`src/rtl/core/rpa_pkg.sv`:
```
// ----------------------------------------------------------------------------
// rpa_pkg: shared types and constants
// Channel types, register indexes, luma weights and the divide-by-100 helper
// used by both halves of the picture adjust pipeline.
// ----------------------------------------------------------------------------
package rpa_pkg;

	typedef logic [7:0] chan_t;
	// Index 0 is red, 1 is green, 2 is blue.
	typedef chan_t [2:0] rgb8_t;

	localparam int NUM_CH = 3;

	typedef enum logic [1:0] {
		REG_BRIGHTNESS = 2'd0,
		REG_CONTRAST   = 2'd1,
		REG_SATURATION = 2'd2
	} reg_index_t;

	localparam logic [7:0] BRIGHTNESS_RESET = 8'd8;
	localparam logic [7:0] CONTRAST_RESET   = 8'd78;
	localparam logic [7:0] SATURATION_RESET = 8'd100;

	localparam logic [7:0] LUMA_W_RED   = 8'd77;
	localparam logic [7:0] LUMA_W_GREEN = 8'd150;
	localparam logic [7:0] LUMA_W_BLUE  = 8'd29;

	// ceil(2^23 / 100); exact floor(x/100) for every 16-bit x
	localparam logic [16:0] RECIP100 = 17'd83887;

	function automatic logic [9:0] div100(input logic [15:0] x);
		logic [32:0] p;
		p = {17'b0, x} * {16'b0, RECIP100};
		return p[32:23];
	endfunction

	// Clamp a signed 12-bit value to 0..255.
	function automatic chan_t clamp8(input logic signed [11:0] v);
		chan_t r;
		if (v < 0) begin
			r = 8'd0;
		end else if (v > 12'sd255) begin
			r = 8'd255;
		end else begin
			r = v[7:0];
		end
		return r;
	endfunction

endpackage

```
`src/rtl/core/rpa_contrast.sv`:
```
// ----------------------------------------------------------------------------
// rpa_contrast: widen, contrast gain and brightness offset
// Three register stages: gain product, divide by 100, offset and clamp.
// ----------------------------------------------------------------------------
module rpa_contrast
	import rpa_pkg::*;
(
	input  logic              clk,
	input  logic              arst_n,
	input  logic              up_valid,
	output logic              up_stall,
	input  logic [14:0]       pixel,
	input  logic [7:0]        contrast,
	input  logic signed [8:0] brightness,
	output logic              dn_valid,
	input  logic              dn_stall,
	output rgb8_t             dn_rgb
);

	logic v_s1, v_s2, v_s3;
	logic en_s1, en_s2, en_s3;
	logic [NUM_CH-1:0][15:0] prod_s1;
	logic [NUM_CH-1:0][9:0]  quot_s2;
	rgb8_t                   rgb_s3;
	rgb8_t                   wide;

	// A stage loads when it is empty or its content moves on.
	assign en_s3 = !v_s3 || !dn_stall;
	assign en_s2 = !v_s2 || en_s3;
	assign en_s1 = !v_s1 || en_s2;
	assign up_stall = !en_s1;

	always_comb begin
		for (int i = 0; i < NUM_CH; i++) begin
			wide[i] = {pixel[5*i +: 5], pixel[5*i+2 +: 3]};
		end
	end

	always_ff @(posedge clk or negedge arst_n) begin
		if (!arst_n) begin
			v_s1 <= 1'b0;
			v_s2 <= 1'b0;
			v_s3 <= 1'b0;
		end else begin
			if (en_s1) v_s1 <= up_valid;
			if (en_s2) v_s2 <= v_s1;
			if (en_s3) v_s3 <= v_s2;
		end
	end

	always_ff @(posedge clk) begin
		for (int i = 0; i < NUM_CH; i++) begin
			if (en_s1) prod_s1[i] <= {8'b0, wide[i]} * {8'b0, contrast};
			if (en_s2) quot_s2[i] <= div100(prod_s1[i]);
			if (en_s3) rgb_s3[i] <= clamp8($signed({{3{brightness[8]}}, brightness})
				+ $signed({2'b0, quot_s2[i]}));
		end
	end

	assign dn_valid = v_s3;
	assign dn_rgb   = rgb_s3;

endmodule

```
`src/rtl/core/rpa_saturation.sv`:
```
// ----------------------------------------------------------------------------
// rpa_saturation: luma and saturation gain
// Four register stages: luma, gain product, divide by 100, offset and clamp.
// ----------------------------------------------------------------------------
module rpa_saturation
	import rpa_pkg::*;
(
	input  logic        clk,
	input  logic        arst_n,
	input  logic        up_valid,
	output logic        up_stall,
	input  rgb8_t       up_rgb,
	input  logic [7:0]  saturation,
	output logic        dn_valid,
	input  logic        dn_stall,
	output rgb8_t       dn_rgb
);

	logic v_s4, v_s5, v_s6, v_s7;
	logic en_s4, en_s5, en_s6, en_s7;
	rgb8_t                          rgb_s4;
	chan_t                          luma_s4, luma_s5, luma_s6;
	logic [NUM_CH-1:0][17:0]        prod_s5;
	logic [NUM_CH-1:0][10:0]        delta_s6;
	rgb8_t                          rgb_s7;
	logic [15:0]                    luma_sum;
	logic [NUM_CH-1:0][8:0]         diff;
	logic [NUM_CH-1:0][15:0]        mag;
	logic [NUM_CH-1:0][9:0]         mag_q;

	assign en_s7 = !v_s7 || !dn_stall;
	assign en_s6 = !v_s6 || en_s7;
	assign en_s5 = !v_s5 || en_s6;
	assign en_s4 = !v_s4 || en_s5;
	assign up_stall = !en_s4;

	assign luma_sum = {8'b0, LUMA_W_RED}   * {8'b0, up_rgb[0]}
	                + {8'b0, LUMA_W_GREEN} * {8'b0, up_rgb[1]}
	                + {8'b0, LUMA_W_BLUE}  * {8'b0, up_rgb[2]};

	always_comb begin
		for (int i = 0; i < NUM_CH; i++) begin
			diff[i] = {1'b0, rgb_s4[i]} - {1'b0, luma_s4};
			// magnitude of a product bounded by 255*255
			mag[i]   = prod_s5[i][17] ? 16'(-prod_s5[i]) : prod_s5[i][15:0];
			mag_q[i] = div100(mag[i]);
		end
	end

	always_ff @(posedge clk or negedge arst_n) begin
		if (!arst_n) begin
			v_s4 <= 1'b0;
			v_s5 <= 1'b0;
			v_s6 <= 1'b0;
			v_s7 <= 1'b0;
		end else begin
			if (en_s4) v_s4 <= up_valid;
			if (en_s5) v_s5 <= v_s4;
			if (en_s6) v_s6 <= v_s5;
			if (en_s7) v_s7 <= v_s6;
		end
	end

	always_ff @(posedge clk) begin
		if (en_s4) begin
			rgb_s4  <= up_rgb;
			luma_s4 <= luma_sum[15:8];
		end
		if (en_s5) luma_s5 <= luma_s4;
		if (en_s6) luma_s6 <= luma_s5;
		for (int i = 0; i < NUM_CH; i++) begin
			if (en_s5) prod_s5[i] <= 18'($signed(diff[i]) * $signed({1'b0, saturation}));
			// truncate toward zero: divide the magnitude, then restore the sign
			if (en_s6) delta_s6[i] <= prod_s5[i][17] ? -{1'b0, mag_q[i]} : {1'b0, mag_q[i]};
			if (en_s7) rgb_s7[i] <= clamp8($signed({4'b0, luma_s6})
				+ $signed({delta_s6[i][10], delta_s6[i]}));
		end
	end

	assign dn_valid = v_s7;
	assign dn_rgb   = rgb_s7;

endmodule

```
`src/rtl/core/rgb555_picture_adjust_core.sv`:
```
// ----------------------------------------------------------------------------
// rgb555_picture_adjust_core: brightness, contrast and saturation for RGB555
// Seven-stage pipeline: contrast gain and brightness offset, then luma and
// saturation gain; three 8-bit clamped channels per pixel.
//
//   channel   direction  handshake             payload
//   -------   ---------  --------------------  ------------------------------
//   pixel in  input      in_valid / in_stall   pixel_rgb555[14:0]
//   pixel out output     out_valid / out_stall out_red, out_green, out_blue
//   config    input      cfg_wr_en             cfg_index[1:0], cfg_wdata[8:0]
//
// One pixel per clock while out_stall is low; a pixel that transfers in passes
// through the seven register stages of the two segments before it can
// transfer out; out_valid is the valid bit of the last stage.
// Each stage loads when empty, so bubbles close up under a stall; in_stall
// rises only when all seven stages hold a pixel and out_stall is high.
// Reset clears the stage valid bits and loads the register reset values.
// ----------------------------------------------------------------------------
module rgb555_picture_adjust_core
	import rpa_pkg::*;
(
	input  logic        clk,
	input  logic        arst_n,
	input  logic        in_valid,
	output logic        in_stall,
	input  logic [14:0] pixel_rgb555,
	output logic        out_valid,
	input  logic        out_stall,
	output logic [7:0]  out_red,
	output logic [7:0]  out_green,
	output logic [7:0]  out_blue,
	input  logic        cfg_wr_en,
	input  logic [1:0]  cfg_index,
	input  logic [8:0]  cfg_wdata
);

	logic signed [8:0] brightness_q;
	logic [7:0]        contrast_q;
	logic [7:0]        saturation_q;

	logic  mid_valid;
	logic  mid_stall;
	rgb8_t mid_rgb;
	rgb8_t out_rgb;

	// Register writes; an index beyond the list is dropped.
	always_ff @(posedge clk or negedge arst_n) begin
		if (!arst_n) begin
			brightness_q <= $signed({1'b0, BRIGHTNESS_RESET});
			contrast_q   <= CONTRAST_RESET;
			saturation_q <= SATURATION_RESET;
		end else if (cfg_wr_en) begin
			unique case (cfg_index)
				REG_BRIGHTNESS: brightness_q <= $signed(cfg_wdata);
				REG_CONTRAST:   contrast_q   <= cfg_wdata[7:0];
				REG_SATURATION: saturation_q <= cfg_wdata[7:0];
				default: ;
			endcase
		end
	end

	// Stages 1-3: widen each 5-bit channel, scale by contrast/100, offset, clamp.
	rpa_contrast u_contrast (
		.clk        (clk),
		.arst_n     (arst_n),
		.up_valid   (in_valid),
		.up_stall   (in_stall),
		.pixel      (pixel_rgb555),
		.contrast   (contrast_q),
		.brightness (brightness_q),
		.dn_valid   (mid_valid),
		.dn_stall   (mid_stall),
		.dn_rgb     (mid_rgb)
	);

	// Stages 4-7: luma, scale each channel's distance from luma by saturation/100, clamp again.
	rpa_saturation u_saturation (
		.clk        (clk),
		.arst_n     (arst_n),
		.up_valid   (mid_valid),
		.up_stall   (mid_stall),
		.up_rgb     (mid_rgb),
		.saturation (saturation_q),
		.dn_valid   (out_valid),
		.dn_stall   (out_stall),
		.dn_rgb     (out_rgb)
	);

	assign out_red   = out_rgb[0];
	assign out_green = out_rgb[1];
	assign out_blue  = out_rgb[2];

`ifndef SYNTH
	// With the output draining, the pipeline always has room.
	a_drain_no_stall: assert property (@(posedge clk) disable iff (!arst_n)
		!out_stall |-> !in_stall)
		else $error("input stalled while output drains");

	// Input backpressure only comes from a held output transfer.
	a_stall_source: assert property (@(posedge clk) disable iff (!arst_n)
		in_stall |-> (out_valid && out_stall))
		else $error("input stalled without a held output");
`endif

endmodule

```
`config.mk`:
```
export PLATFORM = sky130hd
export DESIGN_NAME = rgb555_picture_adjust_core
export DESIGN_NICKNAME = d
export VERILOG_FILES = /design/src/rtl/core/rpa_pkg.sv /design/src/rtl/core/rpa_contrast.sv /design/src/rtl/core/rpa_saturation.sv /design/src/rtl/core/rgb555_picture_adjust_core.sv
export SDC_FILE = /design/constraint.sdc
export NUM_CORES = 2
export LEC_CHECK = 0
export BUFFER_PORTS_ARGS = -buffer_cell sky130_fd_sc_hd__buf_2
export CAP_MARGIN = 20
export CORE_MARGIN = 8
export CORE_UTILIZATION = 32
export DETAILED_ROUTE_END_ITERATION = 10
export HOLD_SLACK_MARGIN = 0.1
export PLACE_DENSITY_LB_ADDON = 0.15
export SYNTH_ARGS = -nofsm -noshare
export SYNTH_HDL_FRONTEND = slang
export SYNTH_SLANG_ARGS = --single-unit
```
`constraint.sdc`:
```
create_clock -name clk -period 23.7 [get_ports clk]
set_clock_uncertainty 0.15 [all_clocks]
set_input_delay 4.74 -clock clk [delete_from_list [all_inputs] [get_ports clk]]
set_output_delay 4.74 -clock clk [all_outputs]
set_load 0.03 [all_outputs]
```
==> impl_metrics.env <==
export IMPL_grtUsageTotal_pct=12.9
export IMPL_cts_repair_resized=0
export IMPL_synthArstFlopShare_pct=11.0
export IMPL_grt_max_degree=51
export IMPL_worstHoldPathCells=0
export IMPL_viasPerCell=4.37
export IMPL_ios=57
export IMPL_wl_mm=125
export IMPL_dp_hpwl_mm=110
export IMPL_clk_latency_ps=600
export IMPL_antenna_found_initial=6
export IMPL_worstHoldEndpoint="u_saturation.luma_s6[3]$_DFFE_PP_"
export IMPL_worst_r2r_path_depth=31
export IMPL_grt_pass1_vias=40410
export IMPL_hold_start="u_saturation.luma_s5[3]$_DFFE_PP_"
export IMPL_die_area_mm2=0.198
export IMPL_rr_endpoint="u_saturation.delta_s6[21]$_SDFFCE_PN0P_"
export IMPL_reg2reg_from="u_saturation.prod_s5[18]$_DFFE_PP_"
export IMPL_drt_antenna_violating_nets=0
export IMPL_crit_path_top_delay_cell="buf_4"
export IMPL_crit_family="buffers and inverters"
export IMPL_dr_first_iter_drc_count=1059
export IMPL_cts_tree="yes"
export IMPL_crit_fanout=50
export IMPL_synth_seq_area_share_pct=14.5
export IMPL_critPathArrivalTime_ps=6340
export IMPL_crit_required_ps=18810
export IMPL_synth_cell_types=88
export IMPL_grt_overflow=0
export IMPL_core_area_mm2=0.183
export IMPL_syn_cell_area_mm2=0.0590
export IMPL_stdcell_area_mm2=0.0637
export IMPL_max_freq_ghz=0.0891
export IMPL_port_buffers=56
export IMPL_wire_per_inst_um=15.0
export IMPL_nNetsFinal=7993
export IMPL_tightest_slew_ps=1020
export IMPL_maxSlewHeadroom_pct=31.6
export IMPL_place_area_mm2=0.0623
export IMPL_avgSynthCellArea_um2=10.2
export IMPL_die_w_um=445
export IMPL_post_route_min_period_ps=11230
export IMPL_start_util_pct=32.2
export IMPL_synth_area_leaders="fa_1 31%, ha_1 25%, edfxtp_1 13%"
export IMPL_synth_area_leader_cell="fa_1"
export IMPL_slowest_delay_ps=540
export IMPL_ys_flop_type="edfxtp_1"
export IMPL_clock_sinks=290
export IMPL_post_synth_top_count_cell="inv_1"
export IMPL_final_setup_viol_count=0
export IMPL_drv_cap=0
export IMPL_cts_clk_slew_worst_paths_ps=50
export IMPL_clock_path_buffers=3
export IMPL_cp_buffers_inverters=4
export IMPL_netlist_instances=5772
export IMPL_min_period_over_period_pct=47.4
export IMPL_drtPass1Iterations=5
export IMPL_crit_chain="buf_2 -> and3_1 -> and3_1 -> nand4_1 -> buf_4 -> inv_1 -> buf_2"
export IMPL_root_buffer="clkbuf_16"
export IMPL_critPathKind="in2out"
export IMPL_r2r_slack_ps=14570
export IMPL_hold_class="reg2reg"
export IMPL_drcViolationCount=0
export IMPL_synth_edf_count=258
export IMPL_gp_congestion=0.817
export IMPL_area_growth_pct=7.95
export IMPL_vias=36438
export IMPL_run_status="completed"
export IMPL_cp_start_kind="input pin"
export IMPL_rsz0062_at_grt="no"
export IMPL_synth_top_area_share_pct=31.4
export IMPL_end_kind="output pin"
export IMPL_numCtsBuffers=40
export IMPL_hold_viol_final=0
export IMPL_fin_hold_ws_ps=268
export IMPL_synth_warnings=0
export IMPL_finalMaxSlewViolations=0
export IMPL_die_h_um=445
export IMPL_finalSetupTns_ps=0
export IMPL_synthTopCellsByCount="1,584 x inv_1, 1,191 x ha_1, 924 x fa_1"
export IMPL_drive_above_1_share_pct=3.86
export IMPL_ys_ff_latch=290
export IMPL_syn_nets=7918
export IMPL_grt_pass1_wl_mm=210
export IMPL_fp_row_count=157
export IMPL_fill_cells=18866
export IMPL_cts_setup_buffers=0
export IMPL_h_tree_depth=2
export IMPL_cts_hold_buffers_added=0
[flip-flops by register name, summed over array words and instances (netlist names)]
register	cells
brightness_q	9
u_saturation.luma_s6	8
u_saturation.v_s5	1
u_saturation.dn_valid	1
u_saturation.v_s4	1
u_saturation.luma_s4	8
contrast_q	8
u_contrast.v_s2	1
u_saturation.rgb_s4	24
u_saturation.dn_rgb	24
u_contrast.dn_valid	1
u_saturation.prod_s5	51
saturation_q	8
u_contrast.dn_rgb	24
u_contrast.prod_s1	48
u_contrast.v_s1	1
u_contrast.quot_s2	30
u_saturation.luma_s5	8
u_saturation.delta_s6	33
u_saturation.v_s6	1
[how the worst max path moves through the flow]
stage | startpoint | endpoint | depth (start not counted)
detailed placement | out_stall | in_stall | 7
global route | out_stall | in_stall | 7
floorplan | out_stall | in_stall | 4
global placement | out_stall | in_stall | 7
CTS | out_stall | in_stall | 7
finish | out_stall | in_stall | 7
[layout by cell type, fill, tap and decap left out, types with 14 or more instances in the layout]
cell | synthesis | layout
nand2_1 | 248 | 247
inv_1 | 1584 | 1583
nor2b_1 | 51 | 51
clkbuf_16 | 0 | 43
ha_1 | 1191 | 1191
nand4_1 | 14 | 14
nand2b_1 | 38 | 38
a31oi_1 | 22 | 22
nor2_1 | 152 | 152
a21oi_1 | 179 | 179
o21ai_0 | 118 | 118
dfrtp_1 | 24 | 24
a21o_1 | 50 | 50
edfxtp_1 | 258 | 258
a21boi_0 | 15 | 15
o21bai_1 | 38 | 38
fa_1 | 924 | 924
nand3_1 | 23 | 23
or2_2 | 21 | 21
mux2_2 | 25 | 25
and3_1 | 15 | 15
xor2_1 | 57 | 57
buf_2 | 0 | 57
xnor2_1 | 230 | 230
buf_4 | 1 | 20
nor3_1 | 36 | 36
o21a_1 | 47 | 47
and2_1 | 194 | 194
[metrics by stage]
stage	instances	setup slack (ps)	util (%)
floorplan	5772	11490	-
global placement	8266	12380	34.0
detailed placement	8268	12400	34.0
CTS	8341	12390	34.8
global route	8343	12300	34.8
finish	8344	12470	34.8
[area by class of cell]
type	count	area (um^2)	share of cell area [%]
Multi-Input combinational cell	3851	44300	69.6
Sequential cell	290	8560	13.4
Inverter	1586	5950	9.35
Tap cell	2464	3080	4.84
Clock buffer	53	1110	1.75
Timing Repair Buffer	78	463	0.727
Clock inverter	20	203	0.318
Antenna cell	2	5.00	0.00786
[metal layers]
layer | global-route usage (%) | vias up | wire, um
li1 | - | 18310 | -
met1 | 17.3 | 17777 | 60300
met2 | 22.9 | 242 | 60100
met3 | 1.34 | 109 | 2560
met4 | 2.44 | 0 | 2230
met5 | 0 | - | 0
[cell families after synthesis]
kind of cell / share of synthesized area, %
multiplexers: 0.573
AO/OA/AOI/OAI: 6.44
adder cells (fa/ha/maj): 56.6
AND/OR/NAND/NOR: 7.05
XOR/XNOR: 4.39
buffers and inverters: 10.4
flip-flops: 14.5
Power is left out: the tool's default activity adds up to more than one toggle a clock period on the data nets, which glitch-free logic cannot reach.
